<file path="src/rtl/srss_pkg.sv">
// Shared types and codes for the slice refresh serve scheduler.
// No dependencies; every other file of the block imports it.
package srss_pkg;

  localparam int SLOT_W = 6;   // slot number field
  localparam int N_W    = 7;   // slice count, refresh rate
  localparam int SUM_W  = 8;   // pointer plus rate, window arithmetic
  localparam int CIDX_W = 2;   // configuration register index

  localparam logic [1:0] MODE_MERGE   = 2'd0;
  localparam logic [1:0] MODE_ENCODED = 2'd1;
  localparam logic [1:0] MODE_REFRESH = 2'd2;
  localparam logic [1:0] MODE_SERVE   = 2'd3;

  localparam logic [CIDX_W-1:0] REG_SLICES  = 2'd0;
  localparam logic [CIDX_W-1:0] REG_RATE    = 2'd1;
  localparam logic [CIDX_W-1:0] REG_SVC     = 2'd2;

  localparam logic [N_W-1:0] SLICES_RESET = 7'd64;
  localparam logic [N_W-1:0] RATE_RESET   = 7'd5;

  typedef struct packed {
    logic [1:0]        mode;
    logic [SLOT_W-1:0] slice_index;
  } req_t;

  typedef struct packed {
    logic [SLOT_W-1:0] slot_number;
    logic              serve;
    logic              is_refresh;
    logic              nothing_ready;
    logic              last;
  } rsp_t;

  typedef struct packed {
    logic serve;
    logic is_refresh;
  } dec_t;

endpackage

</file>
<file path="src/rtl/srss_if.sv">
// Handshake channel interfaces: request, result and configuration write.
// Depends on srss_pkg for the payload types.
interface srss_req_if import srss_pkg::*; ();
  logic valid;
  logic ready;
  req_t data;
  modport source (output valid, data, input ready);
  modport sink (input valid, data, output ready);
endinterface

interface srss_rsp_if import srss_pkg::*; ();
  logic valid;
  logic ready;
  rsp_t data;
  modport source (output valid, data, input ready);
  modport sink (input valid, data, output ready);
endinterface

interface srss_cfg_if import srss_pkg::*; ();
  logic              valid;
  logic              ready;
  logic [CIDX_W-1:0] index;
  logic [N_W-1:0]    wdata;
  modport source (output valid, index, wdata, input ready);
  modport sink (input valid, index, wdata, output ready);
endinterface

</file>
<file path="src/rtl/srss_slot_eval.sv">
// Per-slot serve decision, shared by every step of the walk.
// Depends on srss_pkg.
module srss_slot_eval import srss_pkg::*; (
  input  logic              present,
  input  logic              fresh,
  input  logic [SLOT_W-1:0] slot,
  input  logic [N_W-1:0]    count,
  input  logic [SLOT_W-1:0] pointer,
  input  logic [N_W-1:0]    rate,
  input  logic              svc,
  input  logic              full,
  output dec_t              dec
);

  logic [SUM_W-1:0] m;
  logic [SUM_W-1:0] win_lo;
  logic [SUM_W-1:0] win_hi;
  logic             in_win;

  always_comb begin
    win_lo = SUM_W'(pointer);
    win_hi = SUM_W'(pointer) + SUM_W'(rate);
    // unwrap slots behind the pointer so the window is one linear range
    m = SUM_W'(slot) + ((slot < pointer) ? SUM_W'(count) : '0);
    in_win = (m >= win_lo) && (m < win_hi);
    dec = '0;
    if (!present) begin
      dec = '0;
    end else if (!svc && slot == '0) begin
      dec.serve = 1'b1;
    end else if (fresh) begin
      dec.serve = 1'b1;
    end else if (in_win) begin
      dec.serve      = 1'b1;
      dec.is_refresh = 1'b1;
    end else begin
      dec.serve = full;
    end
  end

endmodule

</file>
<file path="src/rtl/srss_rem.sv">
// Iterative remainder unit: one shift-compare-subtract step per cycle.
// Depends on srss_pkg.
module srss_rem import srss_pkg::*; (
  input  logic              clk,
  input  logic              rst,
  input  logic              start,
  input  logic [SUM_W-1:0]  dividend,
  input  logic [N_W-1:0]    divisor,
  output logic              done,
  output logic [SLOT_W-1:0] result
);

  localparam int SH_W = SUM_W + N_W;
  localparam int K_W  = $clog2(SUM_W);

  logic             busy;
  logic [K_W-1:0]   k;
  logic [SUM_W-1:0] rem;
  logic [N_W-1:0]   div;
  logic [SH_W-1:0]  shifted;
  logic [SH_W-1:0]  diff;

  always_comb begin
    shifted = SH_W'(div) << k;
    diff    = SH_W'(rem) - shifted;
  end

  always_ff @(posedge clk) begin
    if (rst) begin
      busy <= 1'b0;
      done <= 1'b0;
    end else begin
      done <= 1'b0;
      if (start) begin
        busy <= 1'b1;
        k    <= K_W'(SUM_W - 1);
        rem  <= dividend;
        div  <= divisor;
      end else if (busy) begin
        if (SH_W'(rem) >= shifted) begin
          rem <= diff[SUM_W-1:0];
        end
        if (k == '0) begin
          busy <= 1'b0;
          done <= 1'b1;
        end else begin
          k <= k - 1'b1;
        end
      end
    end
  end

  assign result = rem[SLOT_W-1:0];

endmodule

</file>
<file path="src/rtl/slice_refresh_serve_scheduler.sv">
// Slice refresh serve scheduler. Merge, encode-done and refresh items are handled in the idle state.
// A serve item walks the slots in use, one result per cycle through the single slot
// evaluator while the output is not stalled, then updates the refresh pointer in the
// remainder unit. Before any encode, a serve gives one nothing-ready result. Reset
// (synchronous) clears all slot bits, pointer and flags and loads the register defaults.
module slice_refresh_serve_scheduler import srss_pkg::*; #(
  parameter int MAX_SLICES = 64
) (
  input  logic            clk,
  input  logic            rst,
  srss_req_if.sink        req,
  srss_rsp_if.source      rsp,
  srss_cfg_if.sink        cfg
);

  localparam int IDX_W = (MAX_SLICES > 1) ? $clog2(MAX_SLICES) : 1;

  localparam logic [1:0] ST_IDLE = 2'd0;
  localparam logic [1:0] ST_WALK = 2'd1;
  localparam logic [1:0] ST_NRDY = 2'd2;
  localparam logic [1:0] ST_MOD  = 2'd3;

  logic [1:0]            state;
  logic [MAX_SLICES-1:0] present;
  logic [MAX_SLICES-1:0] fresh;
  logic [SLOT_W-1:0]     pointer;
  logic                  full;
  logic                  encoded;
  logic [N_W-1:0]        slices;
  logic [N_W-1:0]        rate;
  logic                  svc;
  logic [SLOT_W-1:0]     slot;
  logic                  out_valid;
  rsp_t                  out_data;

  logic [N_W-1:0]        count;
  logic                  emit;
  logic                  out_load;
  logic                  walk_end;
  logic                  rem_start;
  logic                  rem_done;
  logic [SLOT_W-1:0]     rem_result;
  dec_t                  dec;
  logic                  merge_ok;

  always_comb begin
    if (slices == '0) begin
      count = N_W'(1);
    end else if (slices > N_W'(MAX_SLICES)) begin
      count = N_W'(MAX_SLICES);
    end else begin
      count = slices;
    end
    emit      = !out_valid || rsp.ready;
    out_load  = emit && ((state == ST_WALK) || (state == ST_NRDY));
    walk_end  = (N_W'(slot) + N_W'(1)) == count;
    rem_start = (state == ST_WALK) && emit && walk_end;
    merge_ok  = N_W'(req.data.slice_index) < count;
  end

  srss_slot_eval u_eval (
    .present (present[slot[IDX_W-1:0]]),
    .fresh   (fresh[slot[IDX_W-1:0]]),
    .slot    (slot),
    .count   (count),
    .pointer (pointer),
    .rate    (rate),
    .svc     (svc),
    .full    (full),
    .dec     (dec)
  );

  srss_rem u_rem (
    .clk      (clk),
    .rst      (rst),
    .start    (rem_start),
    .dividend (SUM_W'(pointer) + SUM_W'(rate)),
    .divisor  (count),
    .done     (rem_done),
    .result   (rem_result)
  );

  always_ff @(posedge clk) begin
    if (rst) begin
      state     <= ST_IDLE;
      present   <= '0;
      fresh     <= '0;
      pointer   <= '0;
      full      <= 1'b0;
      encoded   <= 1'b0;
      slices    <= SLICES_RESET;
      rate      <= RATE_RESET;
      svc       <= 1'b0;
      slot      <= '0;
      out_valid <= 1'b0;
    end else begin
      if (out_load) begin
        out_valid <= 1'b1;
      end else if (rsp.ready) begin
        out_valid <= 1'b0;
      end
      if (cfg.valid) begin
        unique case (cfg.index)
          REG_SLICES: slices <= cfg.wdata;
          REG_RATE:   rate   <= cfg.wdata;
          REG_SVC:    svc    <= cfg.wdata[0];
          default:    ;
        endcase
      end
      unique case (state)
        ST_IDLE: begin
          if (req.valid) begin
            unique case (req.data.mode)
              MODE_MERGE: begin
                if (merge_ok) begin
                  present[req.data.slice_index[IDX_W-1:0]] <= 1'b1;
                  fresh[req.data.slice_index[IDX_W-1:0]]   <= 1'b1;
                end
              end
              MODE_ENCODED: encoded <= 1'b1;
              MODE_REFRESH: full    <= 1'b1;
              MODE_SERVE: begin
                slot  <= '0;
                state <= encoded ? ST_WALK : ST_NRDY;
              end
              default: ;
            endcase
          end
        end
        ST_NRDY: begin
          if (emit) begin
            // slot 0, not served, nothing ready, last
            out_data <= {{SLOT_W{1'b0}}, 1'b0, 1'b0, 1'b1, 1'b1};
            state    <= ST_IDLE;
          end
        end
        ST_WALK: begin
          if (emit) begin
            out_data               <= {slot, dec.serve, dec.is_refresh, 1'b0, walk_end};
            // age each slot as it is walked
            fresh[slot[IDX_W-1:0]] <= 1'b0;
            if (walk_end) begin
              full  <= 1'b0;
              state <= ST_MOD;
            end else begin
              slot <= slot + 1'b1;
            end
          end
        end
        ST_MOD: begin
          if (rem_done) begin
            pointer <= rem_result;
            state   <= ST_IDLE;
          end
        end
        default: state <= ST_IDLE;
      endcase
    end
  end

  assign req.ready = (state == ST_IDLE);
  assign cfg.ready = 1'b1;
  assign rsp.valid = out_valid;
  assign rsp.data  = out_data;

endmodule
</file>
<file path="src/flat_wrapper.sv">
// flat-port wrapper written by rule: the top's interface ports become plain ports
module slice_refresh_serve_scheduler_flat import srss_pkg::*;
#(
  parameter int MAX_SLICES = 64
)
  (clk, rst, req_valid, req_data, req_ready, rsp_valid, rsp_data, rsp_ready, cfg_valid, cfg_index, cfg_wdata, cfg_ready);
  srss_req_if req_i ();
  srss_rsp_if rsp_i ();
  srss_cfg_if cfg_i ();
  input  logic clk;
  input  logic rst;
  input wire logic [$bits(req_i.valid)-1:0] req_valid;
  input wire logic [$bits(req_i.data)-1:0] req_data;
  output wire logic [$bits(req_i.ready)-1:0] req_ready;
  output wire logic [$bits(rsp_i.valid)-1:0] rsp_valid;
  output wire logic [$bits(rsp_i.data)-1:0] rsp_data;
  input wire logic [$bits(rsp_i.ready)-1:0] rsp_ready;
  input wire logic [$bits(cfg_i.valid)-1:0] cfg_valid;
  input wire logic [$bits(cfg_i.index)-1:0] cfg_index;
  input wire logic [$bits(cfg_i.wdata)-1:0] cfg_wdata;
  output wire logic [$bits(cfg_i.ready)-1:0] cfg_ready;
  assign req_i.valid = req_valid;
  assign req_i.data = req_data;
  assign req_ready = req_i.ready;
  assign rsp_valid = rsp_i.valid;
  assign rsp_data = rsp_i.data;
  assign rsp_i.ready = rsp_ready;
  assign cfg_i.valid = cfg_valid;
  assign cfg_i.index = cfg_index;
  assign cfg_i.wdata = cfg_wdata;
  assign cfg_ready = cfg_i.ready;
  slice_refresh_serve_scheduler #(.MAX_SLICES(MAX_SLICES)) u_core (.clk(clk), .rst(rst), .req(req_i), .rsp(rsp_i), .cfg(cfg_i));
endmodule
</file>
<file path="config.mk">
export PLATFORM = sky130hd
export DESIGN_NAME = slice_refresh_serve_scheduler_flat
export DESIGN_NICKNAME = d
export VERILOG_FILES = /design/src/rtl/srss_pkg.sv /design/src/rtl/srss_if.sv /design/src/rtl/srss_slot_eval.sv /design/src/rtl/srss_rem.sv /design/src/rtl/slice_refresh_serve_scheduler.sv /design/src/flat_wrapper.sv
export SDC_FILE = /design/constraint.sdc
export NUM_CORES = 1
export LEC_CHECK = 0
export ABC_AREA = 1
export BUFFER_PORTS_ARGS = -buffer_cell sky130_fd_sc_hd__buf_2
export CAP_MARGIN = 10
export CORE_MARGIN = 4
export CORE_UTILIZATION = 61
export CTS_CLUSTER_SIZE = 20
export DETAILED_ROUTE_END_ITERATION = 10
export GPL_ROUTABILITY_DRIVEN = 0
export GPL_TIMING_DRIVEN = 0
export PLACE_DENSITY = 0.78
export SLEW_MARGIN = 0
export SYNTH_ARGS = -nofsm -noshare
export SYNTH_HDL_FRONTEND = slang
export SYNTH_SLANG_ARGS = --single-unit
</file>
<file path="constraint.sdc">
create_clock -name clk -period 4.2 [get_ports clk]
set_clock_uncertainty 0.05 [all_clocks]
set_input_delay 0.84 -clock clk [delete_from_list [all_inputs] [get_ports clk]]
set_output_delay 0.84 -clock clk [all_outputs]
set_load 0.005 [all_outputs]
</file>
=== Word-level counts from Yosys, hierarchy flattened ===
Cells that the tools add are included.

* Input bits: 22
* Output and inout bits: 13
* Flip-flop bits (word level): 190

* Order comparisons: 10
* Multiplexer cells: 55
* Reduce and logical (&&, ||, !) cells: 37
* Equal/unequal tests: 20
* Bitwise logic cells: 6
* Add/sub/neg operators: 6
* Shifts and indexed selects: 1

{| class="wikitable"
|+ Operators by type and width
! kind !! count
|-
| 64-bit 2-to-1 mux || 4
|-
| 64-bit bitwise OR || 2
|-
| 64-bit one-hot mux with 2 select lines || 1
|-
| 64-bit AND || 1
|-
| 64-bit inverter || 1
|-
| 6-bit 2-to-1 mux || 4
|-
| 8-bit 2-to-1 mux || 3
|-
| 7-bit 2-to-1 mux || 3
|-
| 1-bit 2-to-1 mux || 20
|-
| 10-bit 2-to-1 mux || 2
|-
| 10-bit one-hot mux with 2 select lines || 1
|-
| 6-bit by 7-bit adder with 8-bit output || 2
|-
| 2-bit 2-to-1 mux || 8
|-
| 2-bit by 1-bit != test with 1-bit output (second input constant) || 8
|-
| 8-bit by 15-bit >= comparator with 1-bit output || 1
|-
| 5-bit AND reduction || 3
|-
| 7-bit by 3-bit << shifter with 15-bit output || 1
|-
| 6-bit by 7-bit < comparator with 1-bit output (second input constant) || 2
|-
| 1-bit binary-select mux with 6-bit select || 2
|-
| 1-bit demux with 6-bit select || 2
|-
| 6-bit by 1-bit >= comparator with 1-bit output (second input constant) || 2
|-
| 6-bit one-hot mux with 2 select lines || 1
|-
| 2-bit == test (second input constant) || 5
|-
| 2-bit AND reduction || 5
|-
| 28 further kinds || 51
|}

=== Longest topological paths before layout ===
* Word-level depth: 13
* Mapped depth: 22
* Mapped depth without buffers: 22

=== By module ===
Synthesis repeated with hierarchy kept, for this count alone.

* Cells, all modules: 1776
* Area total of the unflattened synthesis: 11957.7 µm²

{| class="wikitable"
|+ Modules (own cells, without submodules)
! module !! area each (µm²) !! cells each !! instances !! seq. area each (µm²)
|-
| slice_refresh_serve_scheduler || 9434.0 || 1429 || 1 || 3503.4
|-
| srss_rem || 1420.1 || 175 || 1 || 580.6
|-
| srss_slot_eval || 1103.6 || 172 || 1 || 0.0
|}

=== Least setup slack after synthesis ===
OpenSTA, ideal clock, no wires.

* Path kind: register to register
* Start: register u_core.slot[1]
* End: register, netlist name u_core.rsp.data[3]
* Required time: 3.897 ns
* Path slack: 0.986 ns
* Cell stages (with the launch flop): 20
* Buffers on the path: 0
* Arrival time: 2.911 ns
* Clock period less this slack: 3.214 ns
* Cell sequence: dfxtp_1 -> ha_1 -> a21boi_0 -> o21ai_0 -> nand2_1 -> nor2_1 -> ha_1 -> a21o_1 -> a31oi_1 -> xor2_1 -> inv_1 -> ha_1 -> a21oi_1 -> nand2_1 -> nand2_1 -> nand2_1 -> nand2_1 -> nand4_1 -> nand4_1 -> nand2_1

* Longest elaborated chain between the ends: 11
* Elaborated cells between the ends (all ways): 18
* Those cells by class: 1 x add/sub; 3 x order compare; 11 x mux; 3 x reduce/logical

{| class="wikitable"
|+ Ends and longest elaborated chain
! what !! RTL line !! text
|-
| from (decl) || slice_refresh_serve_scheduler.sv:32 || <nowiki>logic [SLOT_W-1:0] slot;</nowiki>
|-
| from (signal assigned) || slice_refresh_serve_scheduler.sv:146 || <nowiki>slot <= slot + 1'b1;</nowiki>
|-
| 6-bit < comparator || srss_slot_eval.sv:24 || <nowiki>m = SUM_W'(slot) + ((slot < pointer) ? SUM_W'(count) : '0);</nowiki>
|-
| 7-bit 2-to-1 mux || srss_slot_eval.sv:24 ||
|-
| 6-bit by 7-bit adder with 8-bit output || srss_slot_eval.sv:24 ||
|-
| 8-bit by 6-bit >= comparator with 1-bit output or 8-bit < comparator (tied branches) || srss_slot_eval.sv:25 || <nowiki>in_win = (m >= win_lo) && (m < win_hi);</nowiki>
|-
| 1-bit logical AND || srss_slot_eval.sv:25 ||
|-
| 1-bit 2-to-1 mux || srss_slot_eval.sv:33 || <nowiki>end else if (in_win) begin</nowiki>
|-
| 1-bit 2-to-1 mux || srss_slot_eval.sv:31 || <nowiki>end else if (fresh) begin</nowiki>
|-
| 1-bit 2-to-1 mux || srss_slot_eval.sv:29 || <nowiki>end else if (!svc && slot == '0) begin</nowiki>
|-
| 2-bit 2-to-1 mux * || srss_slot_eval.sv:27 || <nowiki>if (!present) begin</nowiki>
|-
| 10-bit 2-to-1 mux * || slice_refresh_serve_scheduler.sv:138 || <nowiki>if (emit) begin</nowiki>
|-
| 10-bit one-hot mux with 2 select lines * || slice_refresh_serve_scheduler.sv:110 || <nowiki>unique case (state)</nowiki>
|}

Mark *: on every way between the ends. The rest lies on a longest branch, timed or not. The select of a mux whose other input is x is not followed.
A chain may end at the register's enable or synchronous reset.

=== Final worst setup path ===
* Start: register u_core.slot[5]
* End: register, netlist name u_core.rsp.data[3]

* Longest elaborated chain between the ends: 11
* Elaborated cells between the ends (all ways): 18
* Those cells by class: 1 x add/sub; 3 x order compare; 11 x mux; 3 x reduce/logical

{| class="wikitable"
|+ Ends and longest elaborated chain
! what !! RTL line
|-
| 6-bit < comparator || srss_slot_eval.sv:24
|-
| 7-bit 2-to-1 mux || srss_slot_eval.sv:24
|-
| 6-bit by 7-bit adder with 8-bit output || srss_slot_eval.sv:24
|-
| 8-bit by 6-bit >= comparator with 1-bit output or 8-bit < comparator (tied branches) || srss_slot_eval.sv:25
|-
| 1-bit logical AND || srss_slot_eval.sv:25
|-
| 1-bit 2-to-1 mux || srss_slot_eval.sv:33
|-
| 1-bit 2-to-1 mux || srss_slot_eval.sv:31
|-
| 1-bit 2-to-1 mux || srss_slot_eval.sv:29
|-
| 2-bit 2-to-1 mux * || srss_slot_eval.sv:27
|-
| 10-bit 2-to-1 mux * || slice_refresh_serve_scheduler.sv:138
|-
| 10-bit one-hot mux with 2 select lines * || slice_refresh_serve_scheduler.sv:110
|}

Marks and branches as above.

==> qor.txt <==
Critical path class -> reg -> reg
CTS resizes -> 0
#FFs+latches synth -> 190
Initial Utilization -> 0.620
Async SR Flop Fraction -> 0
Post-synth EDFFs -> 28
Critical path capture point type -> flop
Antenna diode count -> 0
1st-pass router iterations -> 7
Final setup fails -> 0
Top-area cell type share of the netlist area -> 0.279
I/O pin cnt -> 35
Ys flop type -> dfxtp_1
Layout cell share with drive strength beyond 1 -> 0.0719
Clk slew on worst S/H paths -> 0.07 ns
Status -> finished, final reports clean
Final min period -> 3.70 ns
RSZ-0062 raised after global routing -> false
Pleak -> 4.93 nW
Clk_lat worst skew -> 0.44 ns
Post-CTS Setup Repair Bufs -> 0
Sequential element share of the synthesized area -> 0.352
Crit path DAT -> 3.84 ns
First-pass GRT wire length -> 60,300 um
Max frequency -> 271 MHz
Clock buffer depth -> 2
Max IR drop VDD -> 0.000290 V
Syn Std Cell Area -> 11,600 um^2
Place WS -> 0.545 ns
Cts hold-fix bufs -> 0
Die Wd -> 146 um
Net count, final -> 1,888
Post-Syn Nets -> 1,836
Drt via density -> 6.12
Detailed Place HPWL -> 27,900 um
DRC -> 0
Remaining global-route overflow -> 0
Most frequent cells in the layout -> nand2_1 (459), o21ai_0 (263), a21oi_1 (195), dfxtp_1 (162), inv_1 (158)
Syn Area/Cell -> 6.59 um^2
Top post-synthesis cells by area -> dfxtp_1 (28%), nand2_1 (15%), o21ai_0 (11%)
Initial antenna violation count -> 0
Worst slew margin -> 0.360
Pin count of the biggest net entering global routing -> 17
Startpoint Class -> flop
Setup WS post-layout -> 0.505 ns
First DRT Iteration DRCs -> 1,861
Critical path peak fanout -> 8
Period utilization -> 0.880
HP Class -> reg -> reg
Final Hold Violating Endpoints -> 0
I/O Buffers -> 32
DR vias -> 12,592
Area growth, synth to finish -> 9.07%
H-tree levels -> 4
GRT Util Overall -> 0.357
Vias in the first global route -> 11,260
Req. time, crit path -> 4.35 ns
Max Cap Viol -> 0
Routed Antenna Nets -> 0
TritonCTS clock tree -> yes
Cell taking the most area after synthesis -> dfxtp_1
Core area -> 18,700 um^2
Synth unique cells -> 40
Pwr per Cell Area -> 314 nW/um^2
Cells after Synth -> 1,760
Root buf cell -> clkbuf_16
Die Y -> 146 um
Num Clock Sinks -> 190
Synth warn -> 0
Setup TNS Final -> 0 ns
Die area -> 21,300 um^2
Detailed Route WL -> 39,200 um
Most common cell after layout, fill and taps aside -> nand2_1
Max Slew Vio Count -> 0
Worst-Margin Slew -> 0.958 ns
Avg WL per Cell -> 19.0 um
Fillers -> 1,688
CTS buffer count -> 17
Row Count -> 50
==> cell families (layout without fill, tap and decap cells) <==
family / count (synthesis) / after routing / synth area share
AND/OR/NAND/NOR: 753 / 753 / 0.269
AO/OA/AOI/OAI: 489 / 489 / 0.215
buffers and inverters: 257 / 320 / 0.0919
flip-flops: 190 / 190 / 0.352
adder cells (fa/ha/maj): 54 / 54 / 0.0602
XOR/XNOR: 16 / 16 / 0.0121
other: 1 / 1 / 0.000323
==> final cells by class <==
cell class | instances | area (um^2) | area share
Buffer | 91 | 443 | 0.0350
Clock buffer | 19 | 453 | 0.0358
Clock inverter | 11 | 130 | 0.0103
Inverter | 166 | 623 | 0.0492
Multi-Input combinational cell | 1313 | 6460 | 0.510
Sequential cell | 190 | 4080 | 0.323
Tap cell | 234 | 293 | 0.0231
Timing Repair Buffer | 33 | 171 | 0.0135
==> registers in the layout, indices dropped and copies added, names as in the netlist, 3 cells and up <==
register          count
u_core.fresh         64
u_core.present       64
u_core.rsp.data      10
u_core.u_rem.rem      8
u_core.rate           7
u_core.slices         7
u_core.u_rem.div      7
u_core.pointer        6
u_core.slot           6
u_core.u_rem.k        3
==> worst max-delay path, stage by stage (launching register included) <==
cell	delay [ns]
dfxtp_1	0.56
ha_1	0.31
a21oi_1	0.16
o21a_1	0.15
nand2_1	0.15
nor2_1	0.14
ha_1	0.31
a21o_1	0.22
a31oi_1	0.17
xor2_1	0.17
inv_1	0.09
ha_1	0.30
a21oi_1	0.16
nand2_1	0.06
nand2_1	0.05
nand2_1	0.04
nand2_1	0.05
nand4_1	0.13
nand4_1	0.12
nand2_1	0.05
==> report_power, final <==
part           switching, mW  total (mW)  internal, mW
clock                  0.737        1.65         0.910
sequential            0.0183        1.88          1.86
combinational          0.334       0.454         0.119
==> Yosys cell counts (3+ instances only) <==
master and instances:
or2_2 4, buf_6 7, nor3_1 8, xor2_1 9, ha_1 51, o21ai_1 9
inv_2 6, inv_1 158, buf_2 33, o211ai_1 3, nand4_1 16, nand2_1 459
xnor2_1 7, a21oi_1 195, edfxtp_1 28, fa_1 3, nand3_1 121, o21ai_0 263
clkbuf_1 46, o22ai_1 8, nand2_2 4, buf_1 3, dfxtp_1 162, nand3_2 3
nor2_1 129, a21o_1 3, nor2_2 4
==> metrics by stage <==
| stage | cell area (um^2) | cells | power [mW] | hold slack [ns] | util |
|---|---|---|---|---|---|
| after floorplan | 11600 | 1760 | 2.20 | 0.380 | - |
| after global placement | 12100 | 2026 | 2.35 | 0.386 | 0.645 |
| after detailed placement | 12100 | 2027 | 2.35 | 0.390 | 0.645 |
| after CTS | 12700 | 2057 | 3.97 | 0.402 | 0.677 |
| after global routing | 12700 | 2057 | 4.10 | 0.416 | 0.677 |
| final | 12700 | 2057 | 3.98 | 0.401 | 0.677 |
==> layer usage <==
layer	part of all wire	track usage
met5	0	0
met4	0.071	0.216
met3	0.12	0.0791
met2	0.43	0.551
met1	0.38	0.458
==> path summary, 6_finish.rpt <==
check,startpoint,slack (ns),endpoint,depth (start not counted)
max,u_core.slot[5]$_SDFFE_PP0P_,0.50,u_core.rsp.data[3]$_SDFFCE_PN0P_,19
min,u_core.present[57]$_SDFFE_PP0P_,0.40,u_core.present[57]$_SDFFE_PP0P_,2
max reg2reg,u_core.slot[5]$_SDFFE_PP0P_,0.50,u_core.rsp.data[3]$_SDFFCE_PN0P_,19
min reg2reg,u_core.present[57]$_SDFFE_PP0P_,0.40,u_core.present[57]$_SDFFE_PP0P_,2
Note: power is estimated with default switching activity, not from simulation.
